===== config.mk =====
export PLATFORM = sky130hd
export DESIGN_NAME = olid_ctrl
export DESIGN_NICKNAME = d
export VERILOG_FILES = /design/src/sv/olid_pkg.sv /design/src/sv/olid_ctrl.sv
export SDC_FILE = /design/constraint.sdc
export NUM_CORES = 1
export LEC_CHECK = 0
export BUFFER_PORTS_ARGS = -buffer_cell sky130_fd_sc_hd__buf_4
export CAP_MARGIN = 15
export CORE_AREA = 2 2 39 41
export CTS_CLUSTER_SIZE = 30
export DETAILED_ROUTE_END_ITERATION = 6
export DIE_AREA = 0 0 41 43
export SLEW_MARGIN = 10
export SYNTH_ARGS = -nofsm -noshare
export SYNTH_HDL_FRONTEND = slang
export SYNTH_SLANG_ARGS = --single-unit

===== constraint.sdc =====
create_clock -name clk -period 1.6 [get_ports clk]
set_clock_uncertainty 0.2 [all_clocks]
set_input_delay 0.24 -clock clk [delete_from_list [all_inputs] [get_ports clk]]
set_output_delay 0.24 -clock clk [all_outputs]
set_load 0.1 [all_outputs]

===== src/sv/olid_pkg.sv =====
package olid_pkg;

    // Field widths fixed by the interface.
    localparam int ACTION_W = 2;
    localparam int POS_W    = 7;
    localparam int LEN_W    = 7;

    // Action codes carried on the action port.
    localparam logic [ACTION_W-1:0] ACT_INSERT = 2'd0;
    localparam logic [ACTION_W-1:0] ACT_DELETE = 2'd1;
    localparam logic [ACTION_W-1:0] ACT_DUMP   = 2'd2;

    typedef enum logic [0:0] {
        ST_IDLE,
        ST_DUMP
    } state_t;

    typedef enum logic [1:0] {
        OP_HOLD,
        OP_INSERT,
        OP_DELETE,
        OP_ROTATE
    } dp_op_t;

    // Commands from the controller to the datapath.
    typedef struct packed {
        dp_op_t op;
        logic   dump_start;
        logic   load_out;
        logic   status_bit;
        logic   last_bit;
    } olid_cmd_t;

    // Status from the datapath to the controller.
    typedef struct packed {
        logic ins_ok;
        logic del_ok;
        logic empty;
        logic dump_last;
    } olid_stat_t;

endpackage


===== src/sv/olid_ctrl.sv =====
module olid_ctrl
    import olid_pkg::*;
(
    input  logic                clk,
    input  logic                rst_n,
    input  logic                in_valid,
    output logic                in_ready,
    output logic                out_valid,
    input  logic                out_ready,
    input  logic [ACTION_W-1:0] action,
    input  olid_stat_t          stat,
    output olid_cmd_t           cmd
);

    state_t state_reg;
    state_t state_next;
    logic   out_valid_reg;
    logic   out_valid_next;
    logic   slot_free;

    assign slot_free = !out_valid_reg || out_ready;

    always_comb
    begin
        state_next     = state_reg;
        in_ready       = 1'b0;
        cmd.op         = OP_HOLD;
        cmd.dump_start = 1'b0;
        cmd.load_out   = 1'b0;
        cmd.status_bit = 1'b0;
        cmd.last_bit   = 1'b1;
        case (state_reg)
            ST_IDLE:
            begin
                in_ready = slot_free;
                if (in_valid && slot_free) begin
                    case (action)
                        ACT_INSERT:
                        begin
                            cmd.op         = stat.ins_ok ? OP_INSERT : OP_HOLD;
                            cmd.load_out   = 1'b1;
                            cmd.status_bit = !stat.ins_ok;
                        end
                        ACT_DELETE:
                        begin
                            cmd.op         = stat.del_ok ? OP_DELETE : OP_HOLD;
                            cmd.load_out   = 1'b1;
                            cmd.status_bit = !stat.del_ok;
                        end
                        ACT_DUMP:
                        begin
                            if (stat.empty) begin
                                cmd.load_out = 1'b1;
                            end else begin
                                cmd.dump_start = 1'b1;
                                state_next     = ST_DUMP;
                            end
                        end
                        default:
                        begin
                            cmd.load_out   = 1'b1;
                            cmd.status_bit = 1'b1;
                        end
                    endcase
                end
            end
            ST_DUMP:
            begin
                if (slot_free) begin
                    cmd.op       = OP_ROTATE;
                    cmd.load_out = 1'b1;
                    cmd.last_bit = stat.dump_last;
                    if (stat.dump_last) begin
                        state_next = ST_IDLE;
                    end
                end
            end
            default:
            begin
                state_next = ST_IDLE;
            end
        endcase
    end

    assign out_valid_next = cmd.load_out ? 1'b1 : (out_ready ? 1'b0 : out_valid_reg);
    assign out_valid      = out_valid_reg;

    always_ff @(posedge clk or negedge rst_n)
    begin
        if (!rst_n) begin
            state_reg     <= ST_IDLE;
            out_valid_reg <= 1'b0;
        end else begin
            state_reg     <= state_next;
            out_valid_reg <= out_valid_next;
        end
    end

endmodule


==> metrics.cfg, run 1 <==
[run_status]
status=finished with violations
violations=setup timing

[final_layout]
n_fill_cell=145
post-route-util=0.3996
antenna_cells=0
drive_above_1_share=0.6604
multi_input_area_sq_um=178.9
area_growth_syn_to_layout_pct=198.6
final_nets=64
regArea_sq_um=53.80

[clocking]
htree_levels=1
clk_pin_slew_worst_paths_ns=0.04
insertion_delay_ns=0.23
cts_inserted_buffers=3
cts_buffer_depth=2
clock-root-buffer=clkbuf_4
cts_tree=yes
clkSinkCount=2

[pwr]
power_w=0.001072
peakVddDrop_v=0.0004276
p_leak_nw=0.2524
powerDensity_mw_per_mm2=1939

[worst_setup_path]
crit_required_ns=1.16
critPathLaunchType=flip-flop
critPathArrivalTime_ns=1.29
startpoint=out_valid
slowest_stage=dfrtp_4
worstPathMaxFanout=3
endpoint_kind=primary output
max_stage_delay_ns=0.46
path_class=flip-flop to primary output
path_cells=nor2b_4 -> nor2_4 -> and3_4 -> buf_12
cp_num_buf_inv=1
crit_family=flip-flops
worst-path-stages=4
reg2regPathDepth=4
r2r_start=out_valid

[timing]
final-hold-violation-count=0
fmax_mhz=577.3
drv_slew=0
fin_ws_ns=-0.1323
rsz0062_at_grt=yes
final.min_clock_period_ns=1.732
slew-limit-headroom=0.8248
setup_viol=7
worst_pin_slew_ns=0.2622
fin_crit_sh=1.083

[global_routing]
grtUsageTotal=0.08024
grt_overflow=0
antenna_found_initial=0
grt_pass1_wl_um=966
use_met1=0.08974
grt.met3_usage=0.02094
grt_max_degree=8
use_met2=0.1219
busiest_layer=met2
grt_pass1_vias=267

[hold_path]
hp-class=input pin to flip-flop
min_from=stat[0]
hold_depth=2

[synth]
async_flop_share=1.000
netlist_area_sq_um=185.2
ys.flop_type=dfrtp_1
ys_seq_elements=2
post-synth-top-count-cell=nor2_1
yosysWarningCount=0
yosys-top-cells-area=dfrtp_1 (27%), a31oi_1 (14%), nor2_1 (10%)
syn_avg_cell_area_sq_um=7.122
synth.cells.most_frequent=nor2_1 (5), a31oi_1 (4), and3_1 (2), dfrtp_1 (2), nand2_1 (2)
yosysUniqueCellTypes=16
ys_seq_area_frac=0.2703
syn_inst=26
synth_edf_count=0
synth_nets=36
synthDominantCellAreaShare=0.2703
yosysTopAreaCell=dfrtp_1

[floorplanning]
pin_count=18
start_util=0.1338
die_h_um=43
die_w_um=41
core_area_sq_mm=0.001384
std_cell_rows=14
die_area_sq_mm=0.001763

[place]
dp_hpwl_um=500.9
place_congestion=0.6659
io_buffers=17

[route]
drt-pass1-iter-count=4
drt_iter0_drc=3
wl_um=586
drc=0
via_count=281
viasPerCell=4.072
wl_per_cell_um=8.493
final_antenna_net_count=0

[flow_run]
maxCapViolations=0

worst paths after layout:
kind / to / slack (ns)
max: cmd[1] / -0.13
min: state_reg / 0.02
max reg2reg: out_valid / 0.41
min reg2reg: state_reg / 0.45
max in group asynchronous: out_valid / 0.98
min in group asynchronous: out_valid / 0.12
logic make-up (layout without fill, tap and decap cells):
logic type | after synthesis | in the layout | share of synthesized area
buffers and inverters | 2 | 29 | 0.06081
AO/OA/AOI/OAI | 6 | 6 | 0.1891
flip-flops | 2 | 2 | 0.2703
AND/OR/NAND/NOR | 16 | 16 | 0.4799
placed cells by master, fill, tap and decap left out:
master	instances
a21oi_1	1
a31oi_1	4
and2b_1	1
and3_4	2
buf_12	7
buf_4	16
clkbuf_1	1
clkbuf_4	3
dfrtp_1	1
dfrtp_4	1
dlygate4sd3_1	1
inv_1	1
nand2_1	2
nand2b_4	1
nand3b_1	1
nor2_1	1
nor2_4	4
nor2b_4	1
nor3b_1	1
o21ai_0	1
or3_1	1
or3b_1	1
through the flow:
stage | std cells | worst slack [ns] | setup TNS (ns) | hold WS [ns] | cell area, sq um
2_1_floorplan | 26 | -0.6878 | -2.921 | -0.2556 | 222.7
3_3_place_gp | 64 | -0.09062 | -0.1540 | -0.1770 | 404.1
3_5_place_dp | 64 | -0.09463 | -0.1500 | -0.1766 | 404.1
4_1_cts | 69 | -0.1438 | -0.7663 | 0.01925 | 553.0
5_1_grt | 69 | -0.1751 | -0.9968 | 0.03966 | 553.0
6_report | 69 | -0.1323 | -0.7026 | 0.02177 | 553.0
layout make-up:
cell class | count | share of cell area
inverters | 1 | 0.006787
repair buffers | 24 | 0.4887
multi-input cells | 22 | 0.3235
clock buffers | 4 | 0.04751
flip-flops and latches | 2 | 0.09729
well taps | 16 | 0.03620
repair_timing:
| action | in CTS | in global routing |
|---|---|---|
| endpoints found under the hold margin | 2 | 0 |
| gates resized for setup | 26 | 0 |
| buffers inserted | 0 | 0 |
| endpoints found under the setup margin | 7 | 7 |
| hold buffers | 1 | 0 |
| pin swaps | 6 | 0 |
power breakdown:
group / switching (W) / internal (W)
Sequential: 0.0000321 / 0.0000743
Combinational: 0.000532 / 0.000306
Clock: 0.0000343 / 0.0000930
routing by layer:
| metal | vias up | part of all wire |
|---|---|---|
| met2 | 10 | 0.55 |
| met3 | 0 | 0.082 |
| met1 | 124 | 0.37 |
| met5 | - | 0 |
| met4 | 0 | 0 |
| li1 | 147 | - |
Power figures use the tool's default switching activity.
==> run 2, diff against run 1 <==
==> constraint.sdc (replaced) <==
create_clock -name clk -period 1.4 [get_ports clk]
set_clock_uncertainty 0.2 [all_clocks]
set_input_delay 0.21 -clock clk [delete_from_list [all_inputs] [get_ports clk]]
set_output_delay 0.21 -clock clk [all_outputs]
set_load 0.1 [all_outputs]
==> run 2 against run 1 <==
The run still ends with setup timing left. Die area is the same. Total power rose by 23%. Sequential share of layout area shrank 0.97 points. Sequential cell count stayed put. Final cell count increased by 5.8%. Worst setup slack lost 0.18 ns. Critical path depth is the same. Global-route usage is 0.69 points higher. Non-clock buffer count increased by 4. Final area is 11% higher. Sequential power is essentially flat. Largest cell class unchanged.
==> metrics.cfg, run 2 (same netlist as run 1, synthesis figures left out) <==
[pwr]
p_leak_nw=0.2783  ; +10%
combPwrFrac=0.809  ; +0.027
seq_power_share=0.083  ; -0.016
swShare=0.5335  ; -0.02475
p_int_w=0.0006147  ; +30%
peakVddDrop_v=0.0004846  ; +13%
switchingPower_w=0.0007030  ; +17%
powerDensity_mw_per_mm2=2145  ; +11%
clkPwrFrac=0.108  ; -0.011

[floorplanning]
die_area_sq_mm=0.001763  ; unchanged
start_util=0.1338  ; unchanged
die_w_um=41  ; unchanged
std_cell_rows=14  ; unchanged
pin_count=18  ; unchanged
die_h_um=43  ; unchanged
core_area_sq_mm=0.001384  ; unchanged

[timing]
final-hold-violation-count=0  ; unchanged
slew-limit-headroom=0.8031  ; -0.02168
setup_viol=8  ; +1
worst_pin_slew_ns=0.2947  ; +0.03245 ns
final.min_clock_period_ns=1.711
fin_ws_ns=-0.3115  ; -0.1791 ns
rsz0062_at_grt=yes
fin_crit_sh=1.222
drv_slew=0  ; unchanged
fmax_mhz=584.3

[final_layout]
multi_input_area_sq_um=195.2  ; +9.1%
fin_cells=73  ; +5.8%
regArea_sq_um=53.80  ; unchanged
n_fill_cell=123  ; -15%
area_growth_syn_to_layout_pct=231.8
post-route-util=0.4439  ; +0.04430
final_common_cell=buf_4
final_cell_mix=buf_4 (18), buf_12 (8), nor2_4 (4)
drive_above_1_share=0.7193  ; +0.05892
finalInstanceArea_sq_um=614.3  ; +11%
antenna_cells=0  ; unchanged
final_nets=68  ; +6.3%

[clocking]
cts_inserted_buffers=3  ; unchanged
clk_pin_slew_worst_paths_ns=0.04  ; about the same
post_cts.repair.setup_buffers=0  ; unchanged
clock-root-buffer=clkbuf_4
cts_tree=yes
insertion_delay_ns=0.23  ; about the same
cts_buffer_depth=2  ; unchanged
htree_levels=1  ; unchanged
clkSinkCount=2  ; unchanged

[worst_setup_path]
startpoint=out_valid
path_class=flip-flop to primary output
endpoint_kind=primary output
r2r_start=out_valid
critPathLaunchType=flip-flop
crit_required_ns=0.99  ; -0.17 ns
worstPathMaxFanout=4  ; +1
critPathArrivalTime_ns=1.30  ; about the same
reg2regPathDepth=5  ; +1

[hold_path]
min_from=in_valid
hold_depth=3  ; +1
hp-class=input pin to flip-flop

[run_status]
violations=setup timing
status=finished with violations

[route]
wl_um=581  ; -0.85%
final_antenna_net_count=0  ; unchanged
drc=0  ; unchanged
viasPerCell=3.849  ; -5.5%
drt-pass1-iter-count=1  ; -3
drt_iter0_drc=0  ; -3
wl_per_cell_um=7.959  ; -6.3%
via_count=281  ; unchanged

[place]
place_area_sq_um=426.7  ; +5.6%
placed_cells=67  ; +4.7%
place_congestion=0.6700  ; +0.62%
io_buffers=17  ; unchanged
dp_hpwl_um=502.2  ; +0.26%

[global_routing]
grt_max_degree=8  ; unchanged
antenna_found_initial=0  ; unchanged
grtUsageTotal=0.08717  ; +0.006934
grt_pass1_vias=286  ; +7.1%
grt_pass1_wl_mm=1.048  ; +8.5%
grt_overflow=0  ; unchanged

[flow_run]
maxCapViolations=0  ; unchanged

run 2: changes by cell type in the layout (fill, tap and decap cells not counted), sizes merged:
| cell | change |
|---|---|
| buf | +3 |
| dlygate4sd3 | +1 |
run 2: cell type report:
class                      instances  area share
clock buffer                       4     0.04277
inverter                           1    0.006110
multi-input combinational         22      0.3177
sequential                         2     0.08758
tap                               16     0.03259
timing repair buffer              28      0.5132
run 2: power by group through the flow:
stage / clock network, W / logic, W / registers [W]
4_1_cts: 0.000149 / 0.00107 / 0.000110
3_3_place_gp: 0 / 0.000805 / 0.000110
3_5_place_dp: 0 / 0.000807 / 0.000111
2_1_floorplan: 0 / 0.000532 / 0.000175
5_1_grt: 0.000152 / 0.00111 / 0.000112
6_report: 0.000143 / 0.00107 / 0.000109
run 2: worst paths after layout:
| path | end | slack (ns) |
|---|---|---|
| worst max-delay path | cmd[1] | -0.31 |
| worst min-delay path | out_valid | 0.06 |
| worst max register to register | state_reg | 0.14 |
| worst min register to register | out_valid | 0.36 |
| max in group asynchronous | out_valid | 0.80 |
| min in group asynchronous | out_valid | 0.10 |
run 2: per-layer routing:
metal / track usage / vias up / wire (um)
met1: 0.1086 / 119 / 226
li1: - / 154 / -
met2: 0.1156 / 8 / 321
met3: 0.03665 / 0 / 33
met4: 0.06000 / 0 / 0
met5: 0 / - / 0
run 2: timing repair:
action,4_1_cts,5_1_grt
pin swaps,6,0
hold endpoints to repair,3,0
hold buffers,2,0
setup endpoints to repair,8,8
gates resized for setup,31,1
run 2: metrics by stage:
step                      power [W]  hold slack, ns  worst slack, ns  setup TNS [ns]
after floorplan           0.0007075         -0.2856          -0.8578          -4.309
after global placement    0.0009151         -0.2066          -0.2364         -0.9982
after detailed placement  0.0009176         -0.2064          -0.2525          -1.000
after CTS                  0.001325         0.05319          -0.3285          -2.018
after global routing       0.001378         0.09695          -0.3690          -2.218
final                      0.001318         0.06129          -0.3115          -1.895
run 2: worst max-delay path, stage by stage (launching register included):
cell and delay [ns]:
dfrtp_4 0.46, nor2b_4 0.14, nor2_4 0.11, and3_4 0.20
buf_12 0.17
==> run 3, diff against run 2 <==
==> constraint.sdc (replaced) <==
create_clock -name clk -period 1.4 [get_ports clk]
set_clock_uncertainty 0.2 [all_clocks]
set_input_delay 0.21 -clock clk [delete_from_list [all_inputs] [get_ports clk]]
set_output_delay 0.21 -clock clk [all_outputs]
set_load 0.05 [all_outputs]
==> run 3 against run 2 <==
The flow still finishes with violations (setup timing). Global-route usage is 1.3 points higher. Final area is 14% lower. Clock power is 7% higher. Final cell count is 1.4% lower. Die area stayed put. Sequential power is 6% higher.
==> metrics.cfg, run 3 (same netlist as run 1, synthesis figures left out) <==
[final_layout]
final_common_cell=buf_4
drive_above_1_share=0.6786  ; -0.04073
post-route-util=0.3807  ; -0.06329
multi_input_area_sq_um=178.9  ; -8.3%
antenna_cells=0  ; unchanged
area_growth_syn_to_layout_pct=184.5
final_nets=67  ; -1.5%
regArea_sq_um=52.55  ; -2.3%
n_fill_cell=145  ; +18%
final_cell_mix=buf_4 (18), a31oi_1 (4), nor2_4 (4), buf_6 (4)
fin_cells=72  ; -1.4%

[worst_setup_path]
crit_required_ns=0.99  ; about the same
endpoint_kind=primary output
reg2regPathDepth=5  ; unchanged
slowest_stage=dfrtp_2
r2r_start=out_valid
max_stage_delay_ns=0.39  ; -0.07 ns
crit_family=simple AND/OR/NAND/NOR gates
reg2reg_slack_ns=0.22  ; +0.08 ns
cp_num_buf_inv=1  ; unchanged
r2r-end=out_valid
path_cells=nor2b_4 -> nor2_4 -> and3_4 -> buf_8
path_class=flip-flop to primary output
critPathLaunchType=flip-flop
critPathArrivalTime_ns=1.21  ; -0.09 ns
worstPathMaxFanout=4  ; unchanged

[flow_run]
maxCapViolations=0  ; unchanged

[floorplanning]
std_cell_rows=14  ; unchanged
start_util=0.1338  ; unchanged
core_area_sq_mm=0.001384  ; unchanged
pin_count=18  ; unchanged
die_w_um=41  ; unchanged
die_h_um=43  ; unchanged
die_area_sq_mm=0.001763  ; unchanged

[clocking]
insertion_delay_ns=0.24  ; about the same
clk_pin_slew_worst_paths_ns=0.04  ; about the same
clock-root-buffer=clkbuf_4
htree_levels=1  ; unchanged
clkSinkCount=2  ; unchanged
cts_tree=yes
cts_buffer_depth=2  ; unchanged
cts_inserted_buffers=3  ; unchanged

[global_routing]
grt_max_degree=8  ; unchanged
antenna_found_initial=0  ; unchanged
grt_pass1_wl_mm=1.131  ; +7.9%
grt_overflow=0  ; unchanged
grt_pass1_vias=281  ; -1.7%
grtUsageTotal=0.1001  ; +0.01293

[timing]
rsz0062_at_grt=yes
fmax_mhz=617.9  ; +5.8%
final.min_clock_period_ns=1.618  ; -0.09320 ns
slew-limit-headroom=0.8041  ; +0.0009790
final-hold-violation-count=0  ; unchanged
fin_setup_tns_ns=-1.259  ; +0.6352 ns
worst_pin_slew_ns=0.2925  ; -0.002196 ns
setup_viol=7  ; -1
fin_crit_sh=1.156  ; -0.06657
fin_ws_ns=-0.2183  ; +0.09320 ns
drv_slew=0  ; unchanged

[hold_path]
hp-class=input pin to flip-flop
hold_end=out_valid
min_from=in_valid
hold_depth=3  ; unchanged

[route]
wl_um=675  ; +16%
drt-pass1-iter-count=5  ; +4
wl_per_cell_um=9.375  ; +18%
final_antenna_net_count=0  ; unchanged
viasPerCell=4.250  ; +10%
drc=0  ; unchanged
via_count=306  ; +8.9%
drt_iter0_drc=4  ; +4

[pwr]
peakVddDrop_v=0.0004287  ; -12%
powerDensity_mw_per_mm2=1804  ; -16%
p_leak_nw=0.2494  ; -10%

[run_status]
violations=setup timing
status=finished with violations

[place]
placed_cells=64  ; -4.5%
io_buffers=17  ; unchanged
dp_hpwl_um=489.2  ; -2.6%
place_congestion=0.6451  ; -3.7%

[run 3: changes by cell type in the layout (fill, tap and decap cells not counted)]
cell,change
buf_12,-8
buf_6,+4
buf_8,+3
a31oi_1,+2
a31oi_2,-2
dfrtp_2,+2
a21oi_1,+1
a21oi_2,-1
dfrtp_1,-1
dfrtp_4,-1
[run 3: worst max-delay path by stage]
stage                    from     end  slack, ns  depth (start not counted)
detailed placement  action[1]  cmd[1]      -0.15                          5
global route        out_valid  cmd[3]      -0.25                          4
floorplan           out_valid  cmd[1]      -0.37                          3
finish              out_valid  cmd[3]      -0.22                          4
CTS                 out_valid  cmd[3]      -0.23                          4
global placement    action[1]  cmd[1]      -0.15                          5
[run 3: power breakdown]
group	total [W]	switching, W	internal [W]	leakage [nW]
Sequential	0.000116	0.0000311	0.0000845	0.0211
Clock	0.000153	0.0000463	0.000107	0.0150
Combinational	0.000682	0.000380	0.000301	0.213
Total	0.000950	0.000458	0.000492	0.249
[run 3: tightest hold or removal path, stage by stage]
cell and delay, ns:
buf_4 0.12, nand2_1 0.05, nand2_1 0.06
[run 3: what timing repair did]
item / CTS / global route
buffers inserted: 1 / 1
pin swaps: 2 / 0
resized for setup: 16 / 0
hold buffers: 2 / 0
endpoints found under the setup margin: 7 / 7
endpoints found under the hold margin: 3 / 0
[run 3: routing by layer]
metal  wire length (um)  global-route usage  vias to the layer above
met5                  0                   0                        -
met2                363              0.1375                       12
met4                  6              0.1000                        0
met3                 53             0.03665                        2
met1                252              0.1083                      141
li1                   -                   -                      151
[run 3: layout make-up]
class	count	area share
Multi-Input combinational cell	22	0.3397
Inverter	1	0.007126
Clock buffer	4	0.04988
Tap cell	16	0.03800
Sequential cell	2	0.09976
Timing Repair Buffer	27	0.4656
[run 3: through the flow]
| step | power [W] | hold slack [ns] | worst slack, ns | area [sq um] |
|---|---|---|---|---|
| after floorplan | 0.0004700 | -0.2856 | -0.3734 | 220.2 |
| final | 0.0009503 | 0.02648 | -0.2183 | 526.8 |
| after global placement | 0.0006475 | -0.2066 | -0.1503 | 401.6 |
| after detailed placement | 0.0006505 | -0.2057 | -0.1493 | 401.6 |
| after CTS | 0.0009423 | 0.01910 | -0.2307 | 519.2 |
| after global routing | 0.001004 | 0.06071 | -0.2537 | 526.8 |
